--- config.mk ---
export PLATFORM = sky130hd
export DESIGN_NAME = lifo_stack_with_search_unit
export DESIGN_NICKNAME = d
export VERILOG_FILES = /design/src/lss_pkg.sv /design/src/lifo_stack_with_search_unit.sv /design/src/lss_ram.sv
export VERILOG_INCLUDE_DIRS = /design/src /design/src/src
export SDC_FILE = /design/constraint.sdc
export NUM_CORES = 2
export LEC_CHECK = 0
export BUFFER_PORTS_ARGS = -buffer_cell sky130_fd_sc_hd__buf_4
export CAP_MARGIN = 20
export CELL_PAD_IN_SITES_DETAIL_PLACEMENT = 1
export CELL_PAD_IN_SITES_GLOBAL_PLACEMENT = 2
export CORE_ASPECT_RATIO = 1.75
export CORE_MARGIN = 2
export CORE_UTILIZATION = 30
export DETAILED_ROUTE_END_ITERATION = 8
export HOLD_SLACK_MARGIN = 0.12
export PLACE_DENSITY = 0.6
export SLEW_MARGIN = 25
export SYNTH_ARGS = -nofsm -noshare
export SYNTH_HDL_FRONTEND = slang
export SYNTH_SLANG_ARGS = --single-unit
--- constraint.sdc ---
create_clock -name clk -period 8.1 [get_ports clk]
set_input_delay 2.43 -clock clk [delete_from_list [all_inputs] [get_ports clk]]
set_output_delay 2.43 -clock clk [all_outputs]
set_load 0.05 [all_outputs]
--- src/lifo_stack_with_search_unit_macros.svh ---
// Assertion macros for the LIFO stack with search unit
`ifndef LIFO_STACK_WITH_SEARCH_UNIT_MACROS_SVH
`define LIFO_STACK_WITH_SEARCH_UNIT_MACROS_SVH

`ifndef SYNTH
`define LSS_ASSERT_ALWAYS(lbl, cond, msg) \
	lbl: assert property (@(posedge clk) disable iff (!arst_n) (cond)) else $error(msg);
`define LSS_ASSERT_IMPLIES(lbl, ante, cons, msg) \
	lbl: assert property (@(posedge clk) disable iff (!arst_n) (ante) |-> (cons)) \
		else $error(msg);
`define LSS_ASSERT_NEXT(lbl, ante, cons, msg) \
	lbl: assert property (@(posedge clk) disable iff (!arst_n) (ante) |=> (cons)) \
		else $error(msg);
`else
`define LSS_ASSERT_ALWAYS(lbl, cond, msg)
`define LSS_ASSERT_IMPLIES(lbl, ante, cons, msg)
`define LSS_ASSERT_NEXT(lbl, ante, cons, msg)
`endif

`endif

--- src/lss_pkg.sv ---
// Types and constants shared by the LIFO stack with search unit
package lss_pkg;

	localparam int unsigned DATA_W = 32;

	localparam logic [2:0] CMD_PUSH   = 3'd0;
	localparam logic [2:0] CMD_POP    = 3'd1;
	localparam logic [2:0] CMD_PEEK   = 3'd2;
	localparam logic [2:0] CMD_SEARCH = 3'd3;
	localparam logic [2:0] CMD_CLEAR  = 3'd4;

	localparam logic [1:0] STAT_OK    = 2'd0;
	localparam logic [1:0] STAT_FULL  = 2'd1;
	localparam logic [1:0] STAT_EMPTY = 2'd2;

	localparam logic signed [DATA_W-1:0] EMPTY_TOP = -32'sd27;

	typedef struct packed {
		logic [2:0]               cmd;
		logic signed [DATA_W-1:0] value;
	} lss_in_t;

	typedef struct packed {
		logic signed [DATA_W-1:0] top_value;
		logic                     found;
		logic                     is_empty;
		logic [6:0]               entry_total;
		logic [1:0]               status;
	} lss_out_t;

	typedef enum logic [1:0] {
		S_IDLE,
		S_POP,
		S_SEARCH
	} lss_state_t;

endpackage

--- src/lifo_stack_with_search_unit.sv ---
// LIFO stack of signed 32-bit values with linear search, top level
// Usage:
//   Commands enter on in_valid/in_ready/in_data (cmd, value); every command
//   produces one result on out_valid/out_ready/out_data.
//   Entries live in one RAM of DEPTH words with a registered read;
//   the current top is also held in a register, and a fill count tracks depth.
//   Push, peek, clear and a pop that empties or underflows: result is
//   registered, valid in the cycle after the transfer; one such command per
//   cycle while out_ready is high. Pop leaving entries behind: the new top
//   passes the RAM read register and S_POP before the result register. Search:
//   walks the RAM from entry 0, one read per cycle, comparing each word with
//   the key until a hit or the last entry; an empty-stack search answers like a push.
//   A new command is taken only while no search or pop read is in flight and
//   the result register is empty or being drained in the same cycle; a stalled
//   receiver therefore holds off the input side.
//   Reset clears the fill count, the control state and the result valid; the
//   RAM contents are left as they are and are never read before written.
module lifo_stack_with_search_unit #(
	parameter int unsigned DEPTH = 64
) (
	input  logic             clk,
	input  logic             arst_n,
	input  logic             in_valid,
	output logic             in_ready,
	input  lss_pkg::lss_in_t in_data,
	output logic             out_valid,
	input  logic             out_ready,
	output lss_pkg::lss_out_t out_data
);

	import lss_pkg::*;

	`include "lifo_stack_with_search_unit_macros.svh"

	localparam int unsigned AW = $clog2(DEPTH);
	localparam int unsigned CW = $clog2(DEPTH + 1);

	lss_state_t               state_q, state_d;
	logic [CW-1:0]            cnt_q, cnt_d;
	logic [CW-1:0]            idx_q, idx_d;
	logic signed [DATA_W-1:0] top_q, top_d;
	logic signed [DATA_W-1:0] key_q, key_d;
	logic                     cmp_vld_s1, cmp_vld_d;
	logic                     last_s1, last_d;
	logic                     out_valid_q, out_valid_d;
	lss_out_t                 out_q, out_d;

	logic                     in_xfer;
	logic                     full;
	logic                     load;
	logic                     found_c;
	logic [1:0]               status_c;
	logic [CW-1:0]            cnt_m2;
	logic [CW+6:0]            cnt_ext;

	logic                     we;
	logic [AW-1:0]            waddr;
	logic [DATA_W-1:0]        wdata;
	logic                     re;
	logic [AW-1:0]            raddr;
	logic [DATA_W-1:0]        rdata;

	lss_ram #(
		.WIDTH(DATA_W),
		.DEPTH(DEPTH)
	) u_ram (
		.clk  (clk),
		.we   (we),
		.waddr(waddr),
		.wdata(wdata),
		.re   (re),
		.raddr(raddr),
		.rdata(rdata)
	);

	assign in_ready  = (state_q == S_IDLE) && (!out_valid_q || out_ready);
	assign in_xfer   = in_valid && in_ready;
	assign full      = (cnt_q == CW'(DEPTH));
	assign cnt_m2    = cnt_q - CW'(2);
	assign out_valid = out_valid_q;
	assign out_data  = out_q;

	always_comb begin
		state_d     = state_q;
		cnt_d       = cnt_q;
		idx_d       = idx_q;
		top_d       = top_q;
		key_d       = key_q;
		cmp_vld_d   = 1'b0;
		last_d      = 1'b0;
		out_valid_d = out_valid_q && !out_ready;
		load        = 1'b0;
		found_c     = 1'b0;
		status_c    = STAT_OK;
		we          = 1'b0;
		waddr       = cnt_q[AW-1:0];
		wdata       = in_data.value;
		re          = 1'b0;
		raddr       = idx_q[AW-1:0];

		case (state_q)
			S_IDLE: begin
				if (in_xfer) begin
					case (in_data.cmd)
						CMD_PUSH: begin
							load = 1'b1;
							if (!full) begin
								we    = 1'b1;
								cnt_d = cnt_q + CW'(1);
								top_d = in_data.value;
							end else begin
								status_c = STAT_FULL;
							end
						end
						CMD_POP: begin
							if (cnt_q == '0) begin
								load     = 1'b1;
								status_c = STAT_EMPTY;
							end else if (cnt_q == CW'(1)) begin
								load  = 1'b1;
								cnt_d = '0;
							end else begin
								cnt_d   = cnt_q - CW'(1);
								re      = 1'b1;
								raddr   = cnt_m2[AW-1:0];
								state_d = S_POP;
							end
						end
						CMD_SEARCH: begin
							if (cnt_q == '0) begin
								load = 1'b1;
							end else begin
								key_d   = in_data.value;
								idx_d   = '0;
								state_d = S_SEARCH;
							end
						end
						CMD_CLEAR: begin
							load  = 1'b1;
							cnt_d = '0;
						end
						default: begin
							load = 1'b1;
						end
					endcase
				end
			end
			S_POP: begin
				top_d   = rdata;
				load    = 1'b1;
				state_d = S_IDLE;
			end
			S_SEARCH: begin
				if (idx_q < cnt_q) begin
					re        = 1'b1;
					idx_d     = idx_q + CW'(1);
					cmp_vld_d = 1'b1;
					last_d    = (idx_q == cnt_q - CW'(1));
				end
				if (cmp_vld_s1 && ((rdata == key_q) || last_s1)) begin
					found_c = (rdata == key_q);
					load    = 1'b1;
					state_d = S_IDLE;
				end
			end
			default: begin
				state_d = S_IDLE;
			end
		endcase

		cnt_ext              = {7'b0, cnt_d};
		out_d                = out_q;
		out_d.top_value      = (cnt_d == '0) ? EMPTY_TOP : top_d;
		out_d.found          = found_c;
		out_d.is_empty       = (cnt_d == '0);
		out_d.entry_total    = cnt_ext[6:0];
		out_d.status         = status_c;
		if (load) begin
			out_valid_d = 1'b1;
		end
	end

	always_ff @(posedge clk or negedge arst_n) begin
		if (!arst_n) begin
			state_q     <= S_IDLE;
			cnt_q       <= '0;
			idx_q       <= '0;
			cmp_vld_s1  <= 1'b0;
			last_s1     <= 1'b0;
			out_valid_q <= 1'b0;
		end else begin
			state_q     <= state_d;
			cnt_q       <= cnt_d;
			idx_q       <= idx_d;
			cmp_vld_s1  <= cmp_vld_d;
			last_s1     <= last_d;
			out_valid_q <= out_valid_d;
		end
	end

	always_ff @(posedge clk) begin
		top_q <= top_d;
		key_q <= key_d;
		if (load) begin
			out_q <= out_d;
		end
	end

	`LSS_ASSERT_ALWAYS(a_cnt_bound, cnt_q <= CW'(DEPTH), "fill count exceeds depth")
	`LSS_ASSERT_IMPLIES(a_out_free, state_q != S_IDLE, !out_valid_q, "result held while busy")
	`LSS_ASSERT_NEXT(a_push_cnt, in_xfer && (in_data.cmd == CMD_PUSH) && !full, cnt_q == $past(cnt_q) + CW'(1), "push did not advance count")
	`LSS_ASSERT_NEXT(a_pop_wait, in_xfer && (in_data.cmd == CMD_POP) && (cnt_q > CW'(1)), state_q == S_POP, "pop skipped top read")

endmodule

--- src/lss_ram.sv ---
// Generic simple dual-port RAM with registered read
module lss_ram #(
	parameter int unsigned WIDTH = 32,
	parameter int unsigned DEPTH = 64
) (
	input  logic                     clk,
	input  logic                     we,
	input  logic [$clog2(DEPTH)-1:0] waddr,
	input  logic [WIDTH-1:0]         wdata,
	input  logic                     re,
	input  logic [$clog2(DEPTH)-1:0] raddr,
	output logic [WIDTH-1:0]         rdata
);

	logic [WIDTH-1:0] mem [DEPTH];

	always_ff @(posedge clk) begin
		if (we) begin
			mem[waddr] <= wdata;
		end
		if (re) begin
			rdata <= mem[raddr];
		end
	end

endmodule
## Word-level counts from Yosys, hierarchy flattened

Memories as Yosys holds them, arrays and structs flattened. A register that Yosys moved wholly into a read port is not among the register bits.
Cells that the tools add are included.

- Add/subtract/negate cells: 4
- $lt $le $gt $ge: 1
- Eq/ne operators: 18
- Multiplexer cells: 53
- Bitwise operators: 1
- Reductions and logical operators: 18

Operators by type and width:

| kind | count |
|---|---|
| 2-to-1 mux 32 bit | 3 |
| case mux 32 bit (2 select lines) | 1 |
| 2-to-1 mux 7 bit | 9 |
| == test 32 bit | 1 |
| 2-to-1 mux 6 bit | 5 |
| 2-to-1 mux 1 bit | 21 |
| case mux 7 bit (3 select lines) | 1 |
| adder 7 x 1 -> 7 bit, second input constant | 2 |
| zero test 7 bit | 2 |
| case mux 7 bit (2 select lines) | 1 |
| 2-to-1 mux 2 bit | 6 |
| case mux 2 bit (2 select lines) | 3 |
| != test 3 bit, second input constant | 3 |
| != test 2 bit, second input constant | 4 |
| == test 7 x 1 -> 1 bit, second input constant | 1 |
| == test 7 bit | 1 |
| == test 7 bit, second input constant | 1 |
| less-than comparator 7 bit | 1 |
| subtractor 7 x 1 -> 7 bit, second input constant | 1 |
| AND reduction 6 bit | 1 |
| subtractor 6 x 2 -> 6 bit, second input constant | 1 |
| AND reduction 5 bit | 1 |
| logical AND 1 bit | 4 |
| case mux 1 bit (2 select lines) | 2 |
| other kinds (16) | 19 |

- Bits in registers: 126
- Bits in writable memories: 2048
- Bits of input ports: 39
- Output and inout port bits: 45
- Logic and storage cells: 109
- Memories kept: 1

Memory list:

| memory | depth | bits a word | read ports | clocked after memory_dff | write ports | line | source |
|---|---|---|---|---|---|---|---|
| u_ram.mem | 64 | 32 | 1 | 1 | 1 | lss_ram.sv:15 | `logic [WIDTH-1:0] mem [DEPTH];` |

## Logic depth before layout (Yosys ltp)

- Depth in word-level cells: 8
- Depth in mapped cells: 17
- Gate-level depth less buffers: 11

## Modules after synthesis

Synthesis repeated with hierarchy kept, for this count alone.

- Cells, all modules: 3805
- Area, all modules: 84670.0 um^2

Modules (own cells, without submodules):

| module | instances | cells each | area each (um^2) | sequential area each (um^2) |
|---|---|---|---|---|
| lss_ram | 1 | 3324 | 78835.6 | 62459.9 |
| lifo_stack_with_search_unit | 1 | 481 | 5834.3 | 3368.2 |

## Least setup slack after synthesis

OpenSTA, ideal clock, no wires.

- Path kind: input port to flip-flop
- Start point: input out_ready
- End point: register out_q (netlist bit out_data[0]) (enable)
- Library setup time: 0.510 ns
- Arrival: 6.095 ns
- Path slack: 1.495 ns
- Cell stages on the path: 3
- Cells stage by stage: nand2b_1 -> nand3_1 -> o31ai_1

- Word-level cells in the longest chain between the ends: 5

RTL lines:

| what | line | source |
|---|---|---|
| start: declaration | lifo_stack_with_search_unit.sv:27 | `input logic out_ready,` |
| logical OR 1 bit | lifo_stack_with_search_unit.sv:76 | `assign in_ready = (state_q == S_IDLE) && (!out_valid_q \|\| out_ready);` |
| logical AND 1 bit | lifo_stack_with_search_unit.sv:76 |  |
| logical AND 1 bit | lifo_stack_with_search_unit.sv:77 | `assign in_xfer = in_valid && in_ready;` |
| 2-to-1 mux 1 bit | lifo_stack_with_search_unit.sv:103 | `if (in_xfer) begin` |
| case mux 1 bit (3 select lines) | lifo_stack_with_search_unit.sv:101 | `case (state_q)` |
| named net load | lifo_stack_with_search_unit.sv:50 | `logic load;` |
| end signal: assignment | lifo_stack_with_search_unit.sv:205 | `out_q <= out_d;` |
| end: declaration | lifo_stack_with_search_unit.sv:46 | `lss_out_t out_q, out_d;` |

The timed path passes the listed nets, and every way through them passes these cells.
A chain may end at the register's enable or synchronous reset.

## Worst setup path after layout

- Start point: input in_data[34] (netlist name)
- End point: register u_ram.rdata[26], read port of u_ram.mem (data pin)

- Word-level cells in the longest chain between the ends: 4

RTL lines:

| what | line | source |
|---|---|---|
| start: declaration | lifo_stack_with_search_unit.sv:25 | `input lss_pkg::lss_in_t in_data,` |
| == test 3 x 1 -> 1 bit * | lifo_stack_with_search_unit.sv:104 | `case (in_data.cmd)` |
| 2-to-1 mux 1 bit or 2-to-1 mux 6 bit (tied branches) | lifo_stack_with_search_unit.sv:104 |  |
| 2-to-1 mux 1 bit or 2-to-1 mux 6 bit (tied branches) | lifo_stack_with_search_unit.sv:103 |  |
| case mux 1 bit (2 select lines) or 2-to-1 mux 6 bit (tied branches) | lifo_stack_with_search_unit.sv:101 |  |
| end: declaration | lss_ram.sv:12 | `output logic [WIDTH-1:0] rdata` |

Mark *: on every way between the ends. The rest lies on a longest branch, timed or not.

==> reports/metrics.yaml <==
critical_path:
  crit_top_cell: "buf_12"
  crit_arrival_ps: 7160
  crit_buf_inv: 5
  cpPeakStageDelay_ps: 650
  cp-end-kind: "register"
  critPathLaunchType: "input pin"
  crit_family: "buffers and inverters"
  critical_path_class: "input pin to register"
  crit_fanout: 30
  slowest_stage: "nor4_1"
  cp_cell_sequence: "buf_4 -> and4bb_2 -> o2111ai_4 -> inv_4 -> mux2i_4 -> buf_12 -> buf_12 -> buf_12 -> mux2i_1 -> o22ai_1 -> nor4_1 -> o22ai_1 -> and3_1"
  critPathRequiredTime_ps: 8710
synthesis:
  syn_nets: 5396
  synth_top_area_frac: 0.751
  syn_area_sq_mm: 0.0862
  synth_warnings: 0
  syn_area_per_cell_sq_um: 16.1
  async_flop_share: 0.00861
  yosysTopAreaCell: "edfxtp_1"
  ys_seq_area_frac: 0.764
  synth_cells: 5341
  synth_cell_types: 70
  synth-seq-cells: 2206
  synth-edff-count: 2155
  synthFlopType: "edfxtp_1"
  synth_area_leaders: "edfxtp_1 (75%), mux2i_1 (5.8%), nand2_1 (3.1%)"
timing:
  max_freq_mhz: 153
  slew_viol_final: 0
  hold_viol_final: 0
  skew_ps: 31.5
  setup_viol: 0
  post-route-period-util: 0.809
  period_needed_ps: 6550
  rsz0062_at_grt: "no"
  tightest_slew_ps: 1020
  slew_headroom: 0.313
  setup_slack_ps: 1550
  totalNegativeSetupSlack_ps: 0
job:
  cap_violations: 0
finish:
  multi_input_area_sq_mm: 0.0192
  layout_common_cells: "edfxtp_1 (2155), nand2_1 (705), mux2i_1 (489)"
  area_delta_synth_final_pct: 15.6
  drive_above_1_share: 0.141
  final_common_cell: "edfxtp_1"
  stdcell_count: 9542
  fill_cells: 28990
  regArea_sq_mm: 0.0658
  nNetsFinal: 5641
cts:
  clockBufferDepth: 4
  post-cts-setup-buffers: 0
  cts_buffers: 197
  cts_num_sinks: 2206
  cts_tree: "yes"
  clk_latency_ps: 870
  path_clk_slew_ps: 70
  cts.hold.buffers_added: 0
  post_cts_resized: 0
  htreeDepth: 4
  clock_tree.root_cell: "clkbuf_16"
outcome:
  status: "complete, no violations"
floorplan:
  initial_core_util: 0.301
  die_w_microns: 409
  die_area_sq_mm: 0.292
  core_sq_mm: 0.286
  die_y_microns: 713
  fp-row-count: 260
  pin_count: 84
place:
  dpl.hpwl_mm: 190
  io_buffers: 83
  pre_cts_slack_ps: 716
  gp_congestion: 0.807
  dp.cells: 9186
route:
  drtIter0Drc: 3851
  vias: 50030
  drc_errors: 0
  antenna_left: 0
  wire_per_inst_microns: 31.5
  drtPass1Iterations: 6
  drt-vias-per-instance: 5.24
  finalWirelength_mm: 301
grt:
  grt_first_pass_wirelength_mm: 421
  overflow: 0
  grt_start_max_net_pins: 90
  antenna_found_initial: 9
  grt_pass1_vias: 53038
  track_usage: 0.202
power:
  vdd_drop_max_mv: 0.231
  power.density_mw_per_mm2: 348
  p_leak_nw: 32.8
hold_path:
  hold_path_class: "register to register"
==> flip-flops by register name (all words and copies together), names as in the netlist <==
name / cells
out_valid: 1
cmp_vld_s1: 1
top_q: 32
idx_q: 7
u_ram.rdata: 32
out_data: 43
state_q: 2
key_q: 32
u_ram.mem: 2048
cnt_q: 7
last_s1: 1
==> logic make-up after synthesis <==
family | Yosys count | synth area share
XOR/XNOR | 45 | 0.00457
AND/OR/NAND/NOR | 1099 | 0.0546
adder cells (fa/ha/maj) | 16 | 0.00232
flip-flops | 2206 | 0.764
buffers and inverters | 379 | 0.0215
AO/OA/AOI/OAI | 1014 | 0.0746
multiplexers | 582 | 0.0784
==> worst paths after layout <==
check / start / endpoint / slack (ps) / cells after the start
worst min-delay path: top_q[3] / top_q[3] / 470 / 1
min in group asynchronous: arst_n / out_valid / 1470 / 1
worst max-delay path: in_data[34] / u_ram.rdata[26] / 1550 / 13
max in group asynchronous: arst_n / idx_q[1] / 6370 / 1
worst max register to register: cnt_q[1] / u_ram.rdata[26] / 1620 / 14
worst min register to register: top_q[3] / top_q[3] / 470 / 1
==> synth_stat cells, types with 11 or more instances <==
cell and count:
buf_1 28, o22a_1 33, a32oi_1 14, a211oi_1 33
o2bb2ai_1 14, buf_2 77, clkbuf_1 146, and3_1 29
buf_6 15, nor3_1 29, a21oi_1 380, dfrtp_1 19
o221ai_1 85, nand4_1 11, nor2_1 127, o21ai_0 134
a2111oi_0 12, a31oi_1 28, mux2i_1 497, a221o_1 16
inv_1 61, a22oi_1 11, xor2_1 37, dfxtp_1 32
o41ai_1 32, ha_1 16, nor4_1 80, buf_4 47
nand2_1 711, nand2b_1 34, mux4_2 70, edfxtp_1 2155
nand3_1 54, o22ai_1 176
==> where the power goes <==
group	internal (mW)	leakage (nW)	switching, mW
Combinational	3.73	9.82	8.06
Clock	5.21	3.06	4.25
Sequential	13.0	19.9	0.415
Total	22.0	32.8	12.7
==> final cells by class <==
class	count	area share
Antenna cell	5	0.000126
Clock buffer	248	0.0527
Clock inverter	103	0.00988
Inverter	63	0.00240
Multi-Input combinational cell	2756	0.193
Sequential cell	2206	0.661
Tap cell	3799	0.0477
Timing Repair Buffer	362	0.0331
==> layer usage <==
layer / vias to the layer above / global-route usage / part of all wire
met4: 2 / 0.0627 / 0.032
met2: 1110 / 0.391 / 0.55
met1: 27207 / 0.232 / 0.38
met3: 411 / 0.0173 / 0.033
met5: - / 0 / 0.000043
li1: 21300 / - / -
==> worst reg2reg max path: stages, from the launching register on <==
cell	delay (ps)
dfrtp_1	710
inv_1	460
ha_1	480
o21bai_1	320
o2111ai_4	410
inv_4	490
mux2i_4	540
buf_12	320
buf_12	320
buf_12	360
mux2i_1	280
o22ai_1	110
nor4_1	650
o22ai_1	490
and3_1	310
==> metrics by stage <==
| stage | total power [mW] | hold WS (ps) | cell area (sq um) | utilization |
|---|---|---|---|---|
| 2_1_floorplan | 20.1 | 427 | 86200 | - |
| 3_3_place_gp | 25.4 | 458 | 93200 | 0.326 |
| 3_5_place_dp | 25.5 | 468 | 93300 | 0.326 |
| 4_1_cts | 35.0 | 483 | 99500 | 0.348 |
| 5_1_grt | 35.9 | 496 | 99600 | 0.348 |
| 6_report | 34.7 | 474 | 99600 | 0.348 |
Power figures use the tool's default switching activity.
